<file path="config.mk">
export PLATFORM = sky130hd
export DESIGN_NAME = energy_voice_activity_detector_core
export DESIGN_NICKNAME = d
export VERILOG_FILES = /design/src/rtl/core/evad_pkg.sv /design/src/rtl/core/energy_voice_activity_detector_core.sv /design/src/rtl/core/evad_fifo.sv /design/src/rtl/core/evad_front.sv /design/src/rtl/core/evad_back.sv
export SDC_FILE = /design/constraint.sdc
export NUM_CORES = 1
export LEC_CHECK = 0
export ABC_CLOCK_PERIOD_IN_PS = 10000
export BUFFER_PORTS_ARGS = -buffer_cell sky130_fd_sc_hd__buf_2
export CORE_ASPECT_RATIO = 1.1
export CORE_MARGIN = 3
export CORE_UTILIZATION = 45
export CTS_CLUSTER_SIZE = 10
export DETAILED_ROUTE_END_ITERATION = 10
export PLACE_DENSITY = 0.71
export SLEW_MARGIN = 20
export SYNTH_ARGS = -nofsm -noshare
export SYNTH_HDL_FRONTEND = slang
export SYNTH_HIERARCHICAL = 1
export SYNTH_SLANG_ARGS = --single-unit
</file>
<file path="constraint.sdc">
create_clock -name i_clk -period 10 [get_ports i_clk]
set_input_delay 0.5 -clock i_clk [delete_from_list [all_inputs] [get_ports i_clk]]
set_output_delay 0.5 -clock i_clk [all_outputs]
set_load 0.03 [all_outputs]
</file>
<file path="src/rtl/core/evad_pkg.sv">
// Shared types, constants and helpers for the energy voice activity detector.
// Depends on nothing; every other file of the block but evad_fifo uses it by scoped names.
`default_nettype none

package evad_pkg;

    localparam int SAMPLE_BITS   = 16;
    localparam int LEVEL_W       = 16;
    localparam int THR_W         = 16;
    localparam int RUN_W         = 8;
    localparam int CFG_INDEX_W   = 3;
    localparam int CFG_DATA_W    = 16;
    localparam int MAX_CHUNK_DEF = 1024;
    localparam int QUEUE_DEPTH   = 2;

    localparam longint MAG_MAX = longint'(1) << (SAMPLE_BITS - 1);

    localparam logic [RUN_W-1:0] RUN_MAX = {RUN_W{1'b1}};

    localparam logic [CFG_INDEX_W-1:0] REG_THR_IDLE       = 3'd0;
    localparam logic [CFG_INDEX_W-1:0] REG_THR_SPEAKER    = 3'd1;
    localparam logic [CFG_INDEX_W-1:0] REG_START_IDLE     = 3'd2;
    localparam logic [CFG_INDEX_W-1:0] REG_START_SPEAKER  = 3'd3;
    localparam logic [CFG_INDEX_W-1:0] REG_STOP_IDLE      = 3'd4;
    localparam logic [CFG_INDEX_W-1:0] REG_STOP_SPEAKER   = 3'd5;
    localparam logic [CFG_INDEX_W-1:0] REG_PEAK_MODE      = 3'd6;

    localparam logic [THR_W-1:0] RST_THR_IDLE      = 16'd600;
    localparam logic [THR_W-1:0] RST_THR_SPEAKER   = 16'd1800;
    localparam logic [RUN_W-1:0] RST_START_IDLE    = 8'd4;
    localparam logic [RUN_W-1:0] RST_START_SPEAKER = 8'd8;
    localparam logic [RUN_W-1:0] RST_STOP_IDLE     = 8'd12;
    localparam logic [RUN_W-1:0] RST_STOP_SPEAKER  = 8'd14;
    localparam logic             RST_PEAK_MODE     = 1'b1;

    typedef struct packed {
        logic                          mode;
        logic signed [SAMPLE_BITS-1:0] sample;
        logic                          chunk_last;
        logic                          speaker_on;
        logic                          codec_output_on;
    } t_item;

    typedef struct packed {
        logic [LEVEL_W-1:0] level;
        logic [LEVEL_W-1:0] peak_level;
        logic               chunk_active;
        logic               speaking;
        logic               speech_start;
        logic               speech_end;
    } t_result;

    typedef struct packed {
        logic [THR_W-1:0] threshold_idle;
        logic [THR_W-1:0] threshold_speaker;
        logic [RUN_W-1:0] start_chunks_idle;
        logic [RUN_W-1:0] start_chunks_speaker;
        logic [RUN_W-1:0] stop_chunks_idle;
        logic [RUN_W-1:0] stop_chunks_speaker;
        logic             peak_mode;
    } t_cfg;

    typedef struct packed {
        logic                   is_reset;
        logic                   speaker_on;
        logic                   codec_output_on;
        logic [SAMPLE_BITS-1:0] peak;
    } t_chunk_info;

    function automatic logic [SAMPLE_BITS-1:0] magnitude(
        input logic signed [SAMPLE_BITS-1:0] s
    );
        logic [SAMPLE_BITS-1:0] u;
        u = SAMPLE_BITS'(s);
        return u[SAMPLE_BITS-1] ? (~u + SAMPLE_BITS'(1)) : u;
    endfunction

endpackage

`default_nettype wire

</file>
<file path="src/rtl/core/energy_voice_activity_detector_core.sv">
// Energy voice activity detector with hangover. Samples enter through push
// at one per cycle while full is low; the front accumulates the chunk's
// magnitude sum and peak in that same cycle. Each chunk end or reset item
// queues a record (two entries deep) for the back, whose radix-2 divider
// divides the sum by the count bit by bit before the decision; the back takes
// a new record only once it is through with the last. full rises only when
// chunks close faster than the back drains them or results wait unpopped.
// Results wait in an output register until popped. Configuration registers
// are always ready. Depends on evad_pkg, evad_front, evad_fifo and evad_back.
`default_nettype none

module energy_voice_activity_detector_core #(
    parameter int MAX_CHUNK = evad_pkg::MAX_CHUNK_DEF
) (
    input  wire logic                                i_clk,
    input  wire logic                                i_rst_n,
    input  wire logic                                push,
    output logic                                     full,
    input  wire evad_pkg::t_item                     i_item,
    output logic                                     empty,
    input  wire logic                                pop,
    output evad_pkg::t_result                        o_result,
    input  wire logic                                i_cfg_valid,
    output logic                                     o_cfg_ready,
    input  wire logic [evad_pkg::CFG_INDEX_W-1:0]    i_cfg_index,
    input  wire logic [evad_pkg::CFG_DATA_W-1:0]     i_cfg_data
);

    localparam int SUM_W = $clog2(longint'(MAX_CHUNK) * evad_pkg::MAG_MAX + longint'(1));
    localparam int CNT_W = $clog2(MAX_CHUNK + 1);
    localparam int REC_W = SUM_W + CNT_W + $bits(evad_pkg::t_chunk_info);

    evad_pkg::t_cfg         r_cfg;
    logic                   rec_push;
    logic [SUM_W-1:0]       rec_sum;
    logic [CNT_W-1:0]       rec_cnt;
    evad_pkg::t_chunk_info  rec_info;
    logic [REC_W-1:0]       q_rdata;
    logic                   q_empty;
    logic                   q_pop;

    assign o_cfg_ready = 1'b1;

    always_ff @(posedge i_clk) begin
        if (!i_rst_n) begin
            r_cfg.threshold_idle       <= evad_pkg::RST_THR_IDLE;
            r_cfg.threshold_speaker    <= evad_pkg::RST_THR_SPEAKER;
            r_cfg.start_chunks_idle    <= evad_pkg::RST_START_IDLE;
            r_cfg.start_chunks_speaker <= evad_pkg::RST_START_SPEAKER;
            r_cfg.stop_chunks_idle     <= evad_pkg::RST_STOP_IDLE;
            r_cfg.stop_chunks_speaker  <= evad_pkg::RST_STOP_SPEAKER;
            r_cfg.peak_mode            <= evad_pkg::RST_PEAK_MODE;
        end else if (i_cfg_valid) begin
            unique case (i_cfg_index)
                evad_pkg::REG_THR_IDLE:      r_cfg.threshold_idle <= i_cfg_data;
                evad_pkg::REG_THR_SPEAKER:   r_cfg.threshold_speaker <= i_cfg_data;
                evad_pkg::REG_START_IDLE:
                    r_cfg.start_chunks_idle <= i_cfg_data[evad_pkg::RUN_W-1:0];
                evad_pkg::REG_START_SPEAKER:
                    r_cfg.start_chunks_speaker <= i_cfg_data[evad_pkg::RUN_W-1:0];
                evad_pkg::REG_STOP_IDLE:
                    r_cfg.stop_chunks_idle <= i_cfg_data[evad_pkg::RUN_W-1:0];
                evad_pkg::REG_STOP_SPEAKER:
                    r_cfg.stop_chunks_speaker <= i_cfg_data[evad_pkg::RUN_W-1:0];
                evad_pkg::REG_PEAK_MODE:     r_cfg.peak_mode <= i_cfg_data[0];
                default: ;
            endcase
        end
    end

    evad_front #(
        .MAX_CHUNK (MAX_CHUNK),
        .SUM_W     (SUM_W),
        .CNT_W     (CNT_W)
    ) u_front (
        .i_clk      (i_clk),
        .i_rst_n    (i_rst_n),
        .i_accept   (push && !full),
        .i_item     (i_item),
        .o_rec_push (rec_push),
        .o_rec_sum  (rec_sum),
        .o_rec_cnt  (rec_cnt),
        .o_rec_info (rec_info)
    );

    evad_fifo #(
        .WIDTH (REC_W),
        .DEPTH (evad_pkg::QUEUE_DEPTH)
    ) u_queue (
        .i_clk   (i_clk),
        .i_rst_n (i_rst_n),
        .i_push  (rec_push),
        .i_wdata ({rec_sum, rec_cnt, rec_info}),
        .o_full  (full),
        .i_pop   (q_pop),
        .o_empty (q_empty),
        .o_rdata (q_rdata)
    );

    evad_back #(
        .SUM_W (SUM_W),
        .CNT_W (CNT_W)
    ) u_back (
        .i_clk     (i_clk),
        .i_rst_n   (i_rst_n),
        .i_cfg     (r_cfg),
        .i_q_empty (q_empty),
        .i_q_sum   (q_rdata[REC_W-1 -: SUM_W]),
        .i_q_cnt   (q_rdata[REC_W-SUM_W-1 -: CNT_W]),
        .i_q_info  (evad_pkg::t_chunk_info'(q_rdata[$bits(evad_pkg::t_chunk_info)-1:0])),
        .o_q_pop   (q_pop),
        .i_pop     (pop),
        .o_empty   (empty),
        .o_result  (o_result)
    );

endmodule

`default_nettype wire

</file>
<file path="src/rtl/core/evad_fifo.sv">
// Small register queue between the accumulating front and the deciding back.
// Generic width and depth; uses no package.
`default_nettype none

module evad_fifo #(
    parameter int WIDTH = 8,
    parameter int DEPTH = 2
) (
    input  wire logic             i_clk,
    input  wire logic             i_rst_n,
    input  wire logic             i_push,
    input  wire logic [WIDTH-1:0] i_wdata,
    output logic                  o_full,
    input  wire logic             i_pop,
    output logic                  o_empty,
    output logic      [WIDTH-1:0] o_rdata
);

    localparam int PTR_W = (DEPTH > 1) ? $clog2(DEPTH) : 1;
    localparam int CNT_W = $clog2(DEPTH + 1);

    logic [WIDTH-1:0] r_mem [DEPTH];
    logic [PTR_W-1:0] r_wr_ptr;
    logic [PTR_W-1:0] r_rd_ptr;
    logic [CNT_W-1:0] r_count;
    logic             do_push;
    logic             do_pop;

    assign o_full  = (r_count == CNT_W'(DEPTH));
    assign o_empty = (r_count == '0);
    assign o_rdata = r_mem[r_rd_ptr];
    assign do_push = i_push && !o_full;
    assign do_pop  = i_pop && !o_empty;

    always_ff @(posedge i_clk) begin
        if (do_push) begin
            r_mem[r_wr_ptr] <= i_wdata;
        end
    end

    always_ff @(posedge i_clk) begin
        if (!i_rst_n) begin
            r_wr_ptr <= '0;
            r_rd_ptr <= '0;
            r_count  <= '0;
        end else begin
            if (do_push) begin
                r_wr_ptr <= (r_wr_ptr == PTR_W'(DEPTH - 1)) ? '0 : r_wr_ptr + PTR_W'(1);
            end
            if (do_pop) begin
                r_rd_ptr <= (r_rd_ptr == PTR_W'(DEPTH - 1)) ? '0 : r_rd_ptr + PTR_W'(1);
            end
            if (do_push && !do_pop) begin
                r_count <= r_count + CNT_W'(1);
            end else if (do_pop && !do_push) begin
                r_count <= r_count - CNT_W'(1);
            end
        end
    end

endmodule

`default_nettype wire

</file>
<file path="src/rtl/core/evad_front.sv">
// Front end: takes one item per cycle while accepted, accumulates sum and peak of
// magnitudes, and queues a chunk record at chunk end or on a reset item. Uses evad_pkg.
`default_nettype none

module evad_front #(
    parameter int MAX_CHUNK = evad_pkg::MAX_CHUNK_DEF,
    parameter int SUM_W     = 26,
    parameter int CNT_W     = 11
) (
    input  wire logic                 i_clk,
    input  wire logic                 i_rst_n,
    input  wire logic                 i_accept,
    input  wire evad_pkg::t_item      i_item,
    output logic                      o_rec_push,
    output logic [SUM_W-1:0]          o_rec_sum,
    output logic [CNT_W-1:0]          o_rec_cnt,
    output evad_pkg::t_chunk_info     o_rec_info
);

    logic [SUM_W-1:0]                   r_sum;
    logic [CNT_W-1:0]                   r_cnt;
    logic [evad_pkg::SAMPLE_BITS-1:0]   r_peak;
    logic [SUM_W-1:0]                   n_sum;
    logic [CNT_W-1:0]                   n_cnt;
    logic [evad_pkg::SAMPLE_BITS-1:0]   n_peak;
    logic [evad_pkg::SAMPLE_BITS-1:0]   mag;
    logic                               room;

    assign mag  = evad_pkg::magnitude(i_item.sample);
    assign room = (r_cnt < CNT_W'(MAX_CHUNK));

    always_comb begin
        n_sum  = r_sum;
        n_cnt  = r_cnt;
        n_peak = r_peak;
        if (room) begin
            n_sum  = r_sum + SUM_W'(mag);
            n_cnt  = r_cnt + CNT_W'(1);
            n_peak = (mag > r_peak) ? mag : r_peak;
        end
    end

    assign o_rec_push = i_accept && (i_item.mode || i_item.chunk_last);
    assign o_rec_sum  = n_sum;
    assign o_rec_cnt  = n_cnt;
    always_comb begin
        o_rec_info.is_reset        = i_item.mode;
        o_rec_info.speaker_on      = i_item.speaker_on;
        o_rec_info.codec_output_on = i_item.codec_output_on;
        o_rec_info.peak            = n_peak;
    end

    always_ff @(posedge i_clk) begin
        if (!i_rst_n) begin
            r_sum  <= '0;
            r_cnt  <= '0;
            r_peak <= '0;
        end else if (i_accept) begin
            if (i_item.mode || i_item.chunk_last) begin
                r_sum  <= '0;
                r_cnt  <= '0;
                r_peak <= '0;
            end else begin
                r_sum  <= n_sum;
                r_cnt  <= n_cnt;
                r_peak <= n_peak;
            end
        end
    end

endmodule

`default_nettype wire

</file>
<file path="src/rtl/core/evad_back.sv">
// Back end: pops chunk records, divides sum by count one bit per cycle,
// applies thresholds and run counters, holds the result register. Uses evad_pkg.
`default_nettype none

module evad_back #(
    parameter int SUM_W = 26,
    parameter int CNT_W = 11
) (
    input  wire logic                 i_clk,
    input  wire logic                 i_rst_n,
    input  wire evad_pkg::t_cfg       i_cfg,
    input  wire logic                 i_q_empty,
    input  wire logic [SUM_W-1:0]     i_q_sum,
    input  wire logic [CNT_W-1:0]     i_q_cnt,
    input  wire evad_pkg::t_chunk_info i_q_info,
    output logic                      o_q_pop,
    input  wire logic                 i_pop,
    output logic                      o_empty,
    output evad_pkg::t_result         o_result
);

    localparam int STEP_W = $clog2(SUM_W);

    typedef enum logic [1:0] {S_IDLE, S_DIV, S_DONE} t_state;

    t_state                    r_state;
    logic [SUM_W-1:0]          r_quo;
    logic [CNT_W-1:0]          r_rem;
    logic [CNT_W-1:0]          r_cnt;
    logic [STEP_W-1:0]         r_step;
    evad_pkg::t_chunk_info     r_info;
    logic [evad_pkg::RUN_W-1:0] r_active_run;
    logic [evad_pkg::RUN_W-1:0] r_quiet_run;
    logic                      r_speech;
    logic                      r_out_valid;
    evad_pkg::t_result         r_out;

    logic [CNT_W:0]            div_trial;
    logic [CNT_W:0]            div_diff;
    logic                      div_ge;
    logic                      slot_free;
    logic                      load_out;
    logic                      spk;
    logic [evad_pkg::THR_W-1:0] thr;
    logic [evad_pkg::RUN_W-1:0] start_t;
    logic [evad_pkg::RUN_W-1:0] stop_t;
    logic [evad_pkg::LEVEL_W-1:0] avg;
    logic                      active;
    logic [evad_pkg::RUN_W-1:0] n_active_run;
    logic [evad_pkg::RUN_W-1:0] n_quiet_run;
    logic                      n_speech;
    logic                      started;
    logic                      ended;

    assign div_trial = {r_rem, r_quo[SUM_W-1]};
    assign div_diff  = div_trial - {1'b0, r_cnt};
    assign div_ge    = (div_trial >= {1'b0, r_cnt});

    assign slot_free = !r_out_valid || i_pop;
    assign load_out  = (r_state == S_DONE) && slot_free && (!r_info.is_reset || r_speech);
    assign o_q_pop   = (r_state == S_IDLE) && !i_q_empty;
    assign o_empty   = !r_out_valid;
    assign o_result  = r_out;

    always_comb begin
        spk     = r_info.speaker_on || (i_cfg.peak_mode && r_info.codec_output_on);
        thr     = spk ? i_cfg.threshold_speaker    : i_cfg.threshold_idle;
        start_t = spk ? i_cfg.start_chunks_speaker : i_cfg.start_chunks_idle;
        stop_t  = spk ? i_cfg.stop_chunks_speaker  : i_cfg.stop_chunks_idle;
        avg     = (r_cnt == '0) ? '0 : r_quo[evad_pkg::LEVEL_W-1:0];
        active  = (avg >= thr) ||
                  (i_cfg.peak_mode &&
                   ({1'b0, r_info.peak} >= {thr, 1'b0}));

        n_active_run = r_active_run;
        n_quiet_run  = r_quiet_run;
        n_speech     = r_speech;
        started      = 1'b0;
        ended        = 1'b0;
        if (active) begin
            if (r_active_run != evad_pkg::RUN_MAX) begin
                n_active_run = r_active_run + evad_pkg::RUN_W'(1);
            end
            n_quiet_run = '0;
            if (!r_speech && (n_active_run >= start_t)) begin
                n_speech = 1'b1;
                started  = 1'b1;
            end
        end else begin
            n_active_run = '0;
            if (r_speech) begin
                if (r_quiet_run != evad_pkg::RUN_MAX) begin
                    n_quiet_run = r_quiet_run + evad_pkg::RUN_W'(1);
                end
                if (n_quiet_run >= stop_t) begin
                    n_speech    = 1'b0;
                    n_quiet_run = '0;
                    ended       = 1'b1;
                end
            end
        end
    end

    always_ff @(posedge i_clk) begin
        if (!i_rst_n) begin
            r_state      <= S_IDLE;
            r_active_run <= '0;
            r_quiet_run  <= '0;
            r_speech     <= 1'b0;
            r_out_valid  <= 1'b0;
        end else begin
            if (load_out) begin
                r_out_valid <= 1'b1;
            end else if (i_pop && r_out_valid) begin
                r_out_valid <= 1'b0;
            end
            unique case (r_state)
                S_IDLE: begin
                    if (!i_q_empty) begin
                        r_quo  <= i_q_sum;
                        r_cnt  <= i_q_cnt;
                        r_info <= i_q_info;
                        r_rem  <= '0;
                        r_step <= '0;
                        r_state <= i_q_info.is_reset ? S_DONE : S_DIV;
                    end
                end
                S_DIV: begin
                    r_quo  <= {r_quo[SUM_W-2:0], div_ge};
                    r_rem  <= div_ge ? div_diff[CNT_W-1:0] : div_trial[CNT_W-1:0];
                    r_step <= r_step + STEP_W'(1);
                    if (r_step == STEP_W'(SUM_W - 1)) begin
                        r_state <= S_DONE;
                    end
                end
                S_DONE: begin
                    if (slot_free) begin
                        r_state <= S_IDLE;
                        if (r_info.is_reset) begin
                            r_active_run <= '0;
                            r_quiet_run  <= '0;
                            r_speech     <= 1'b0;
                            if (r_speech) begin
                                r_out.level        <= '0;
                                r_out.peak_level   <= '0;
                                r_out.chunk_active <= 1'b0;
                                r_out.speaking     <= 1'b0;
                                r_out.speech_start <= 1'b0;
                                r_out.speech_end   <= 1'b1;
                            end
                        end else begin
                            r_active_run       <= n_active_run;
                            r_quiet_run        <= n_quiet_run;
                            r_speech           <= n_speech;
                            r_out.level        <= avg;
                            r_out.peak_level   <= evad_pkg::LEVEL_W'(r_info.peak);
                            r_out.chunk_active <= active;
                            r_out.speaking     <= n_speech;
                            r_out.speech_start <= started;
                            r_out.speech_end   <= ended;
                        end
                    end
                end
                default: r_state <= S_IDLE;
            endcase
        end
    end

endmodule

`default_nettype wire

</file>
==> summary.md <==
| Metric | Value |
|---|---|
| Post-synthesis adder-cell area fraction | 6.799% |
| DR pass1 iterations | 6 |
| Nets | approximately 1900 |
| Core area | 40560 um^2 |
| WL final | around 41000 um |
| Worst-path fanout max | 32 |
| IO Pins | 83 |
| DP HPWL | 28760 um |
| Hold Vio Cnt, Final | 0 |
| Worst-Margin Slew | 1.107 ns |
| Critical path type | flop to flop |
| Clock power frac | 31.4% |
| Largest family of logic cells by synthesized area | simple AND/OR/NAND/NOR gates |
| CP Capture Type | flop |
| CTS max path bufs | 3 |
| Yosys Warn Count | 6 |
| Run status | complete, no violations |
| Final period util | 43.93% |
| Met2 wire len | a little under 20000 um |
| Via count | 12680 |
| Vias in the first global route | 12540 |
| Finished Cell Area | ~21000 um^2 |
| Root Driver | clkbuf_16 |
| WHS Path Cells | 1 |
| Syn_nets | 1795 |
| Final Slew Violations | 0 |
| Syn Inst Count | 1651 |
| Placed insts | 2224 |
| Flop-to-flop setup slack | 5.61 ns |
| Core Util, Final | 51.23% |
| Die Y-Extent | 219.4 um |
| FF-to-FF path depth | 11 |
| PD cells | 215.3 nW/um^2 |
| Clk sinks | 363 |
| Seq. cell area | 9470 um^2 |
| H-tree level count | 2 |
| Req. time, crit path | 10.30 ns |
| Switching pwr | around 1.3 mW |
| Final setup TNS | 0 ns |
| Crit path DAT | around 4.7 ns |
| Final std cells w/o fill | between 2000 and 2500 |
| Clock Skew | 0.02309 ns |
| RSZ-0062 raised after global routing | false |
| Placer Congestion | 0.8868 |
| CTS buffer count | 43 |
| Logic pwr share | between 20% and 30% |
| First-pass GRT wire length | between 60000 and 70000 um |
| DR top layer | met4 |
| Area delta synth->final | 11.58% |
| Register area share after synthesis | 50.85% |
| Global Route Usage Sum | 18.63% |
| Post-CTS setup buffers | 0 |
| Synthesized flop and latch total | 363 |
| Tmin final | approximately 4.4 ns |
| Post-Syn Area | 18620 um^2 |
| Simple-gate portion of the synthesized area | 13.67% |
| Ys flop type | edfxtp_1 |
| Starting Density | 45.91% |
| Worst skew pair latency | roughly 0.55 ns |
| # fillers | 3554 |
| Synth area leaders | edfxtp_1 (35%), dfxtp_1 (15%), ha_1 (6.6%) |
| Compound-Gate Fraction of Synth Area | 10.58% |
| Largest net degree at the start of global routing | 103 |
| Number of enable flip-flop cells after synthesis | between 200 and 250 |
| Peak supply drop | around 140 uV |
| Syn Area/Cell | 11.28 um^2 |
| Synth top area share | between 30% and 40% |
| Routed wl met3 | 1893 um |
| Max_slew headroom | 26.22% |
| # port buffers | 81 |
| Mux share of post-synthesis cell area | 11.98% |
| Part of the power in registers | a little over two fifths |
| Row count | 77 |
| Remaining antenna violation count | 0 |
| Post-CTS Resized | 0 |
| Area of the multi-input gates | 8600 um^2 |
| Via density | 5.510 |
| Post-synthesis xor/xnor area fraction | 2.916% |
| Ratio of cells with drive above 1 in the final layout | around 16% |
| Power Internal | around 3.1 mW |
| F_max | 227.6 MHz |
| Reg clk slew, reported paths | about 0.060 ns |
| Post-CTS Hold Buffers | 0 |
| Die Wd | approximately 200 um |
| DRT iter0 DRCs | a little over 900 |
| Final setup vio count | 0 |
| Full die area | 43860 um^2 |
| LEAKAGE | 7.885 nW |
| # diodes | 0 |
| Grt total ovfl | 0 |
| WL/cell | 17.91 um |
| Post-synthesis cell type count | 81 |
| M1 WL | 18280 um |
| FFs w/ async S/R, synth | 0% |
| Cell taking the most area after synthesis | edfxtp_1 |
| DRC | 0 |
| Sw Share | between 20 and 30% |
| Worst Setup Start Kind | flop |
| Max Cap Viol | 0 |
| Worst hold endpoint | u_queue/r_mem[1][17] |
| Post-DP Area | 19520 um^2 |
| HP Class | input pin to flop |
| Hold Crit Start | i_item[1] |
| Initial antenna violation count | 1 |
| Worst r2r src | u_back/r_cnt[1] |
| CTS tree | yes |
| Crit Reg-Reg Endpoint | u_back/o_result[2] |
-- worst max path at each step --
| stage | startpoint | end | depth (start not counted) |
|---|---|---|---|
| detailed placement | u_back/r_cnt[1] | u_back/r_quiet_run[4] | 11 |
| CTS | u_back/r_cnt[1] | u_back/o_result[2] | 11 |
| finish | u_back/r_cnt[1] | u_back/o_result[2] | 11 |
| global route | u_back/r_cnt[1] | u_back/r_quiet_run[3] | 11 |
| global placement | i_item[12] | u_front/r_peak[11] | 13 |
| floorplan | u_queue/r_count[0] | u_queue/r_mem[0][0] | 8 |
-- logic make-up (layout without fill, tap and decap cells) --
group / Yosys count / in the layout
buffers and inverters: 137 / 234
multiplexers: 210 / 210
other: 1 / 1
XOR/XNOR: 62 / 62
AND/OR/NAND/NOR: 489 / 489
flip-flops: 363 / 363
adder cells (fa/ha/maj): 100 / 100
AO/OA/AOI/OAI: 289 / 289
-- per-stage QoR --
stage | power, mW | hold slack [ns] | worst slack [ns]
2_1_floorplan | 2.795 | 0.4322 | 5.593
3_3_place_gp | 3.049 | 0.4412 | 5.585
3_5_place_dp | 3.095 | 0.4504 | 5.618
4_1_cts | 4.521 | 0.1230 | 5.570
5_1_grt | 4.708 | 0.1309 | 5.174
6_report | 4.473 | 0.1514 | 5.607
-- state kept, by name, indices dropped and copies added, names as in the netlist, 11 cells and up, named ones only --
name / flops
u_back/r_rem: 11
u_back/o_result: 36
u_queue/r_mem: 112
u_back/r_cnt: 11
u_back/r_info: 19
u_front/r_cnt: 11
r_cfg: 65
u_back/r_quo: 26
u_front/r_sum: 26
u_front/r_peak: 16
-- power by group through the flow --
stage | Sequential (mW) | Combinational [mW] | Clock [mW]
2_1_floorplan | 1.98 | 0.817 | 0
3_3_place_gp | 1.98 | 1.06 | 0
3_5_place_dp | 1.99 | 1.10 | 0
4_1_cts | 1.96 | 1.11 | 1.45
5_1_grt | 1.98 | 1.22 | 1.51
6_report | 1.96 | 1.10 | 1.40
-- cell usage after synthesis, types with 10 or more instances --
master    count
clkbuf_1     45
dfxtp_1     143
nand4_1      16
xnor2_1      43
and2_1       31
nor2_1       65
mux2i_1     107
edfxtp_1    220
nor3_1       20
mux2_2      102
inv_1        58
buf_2        11
nand3_1      29
o31ai_1      11
o21a_1       13
ha_1         98
nand2_1     161
nor2b_1      77
nor4_1       10
xor2_1       19
a21o_1       21
a32o_1       16
o21ai_0      62
and3_1       28
nand2b_1     11
a211oi_1     14
o211ai_1     12
a21oi_1      71
-- layer usage --
| layer | track usage, % | vias up |
|---|---|---|
| li1 | - | 6177 |
| met1 | 24.75 | 6121 |
| met2 | 31.22 | 301 |
| met3 | 2.579 | 79 |
| met4 | 6.608 | 0 |
| met5 | 0 | - |
-- layout make-up --
class / count / area share, %
Timing Repair Buffer: 97 / 2.541
Clock inverter: 5 / 0.1806
Inverter: 60 / 1.084
Tap cell: 553 / 3.330
Multi-Input combinational cell: 1151 / 41.39
Sequential cell: 363 / 45.58
Clock buffer: 72 / 5.901
-- worst max-delay path: stages (launching register included) --
cell	delay (ns)
edfxtp_1	0.44
nor4_1	0.37
nand3_1	0.71
and2_1	0.46
ha_1	0.37
a2111oi_2	0.38
o21ai_1	0.13
a211oi_2	0.24
o21ai_2	0.13
a21oi_2	0.57
a21oi_1	0.15
o21a_1	0.22
-- placed cells by master, fill, tap and decap left out, types with 43 or more instances in the layout --
cell type  netlist  final
edfxtp_1       220    220
nand2_1        161    161
dfxtp_1        143    142
mux2i_1        107    107
mux2_2         102    102
ha_1            98     98
buf_2           11     80
nor2b_1         77     77
a21oi_1         71     70
nor2_1          65     65
o21ai_0         62     62
inv_1           58     58
clkbuf_16        0     44
xnor2_1         43     43
(Power assumes the default switching activity.)
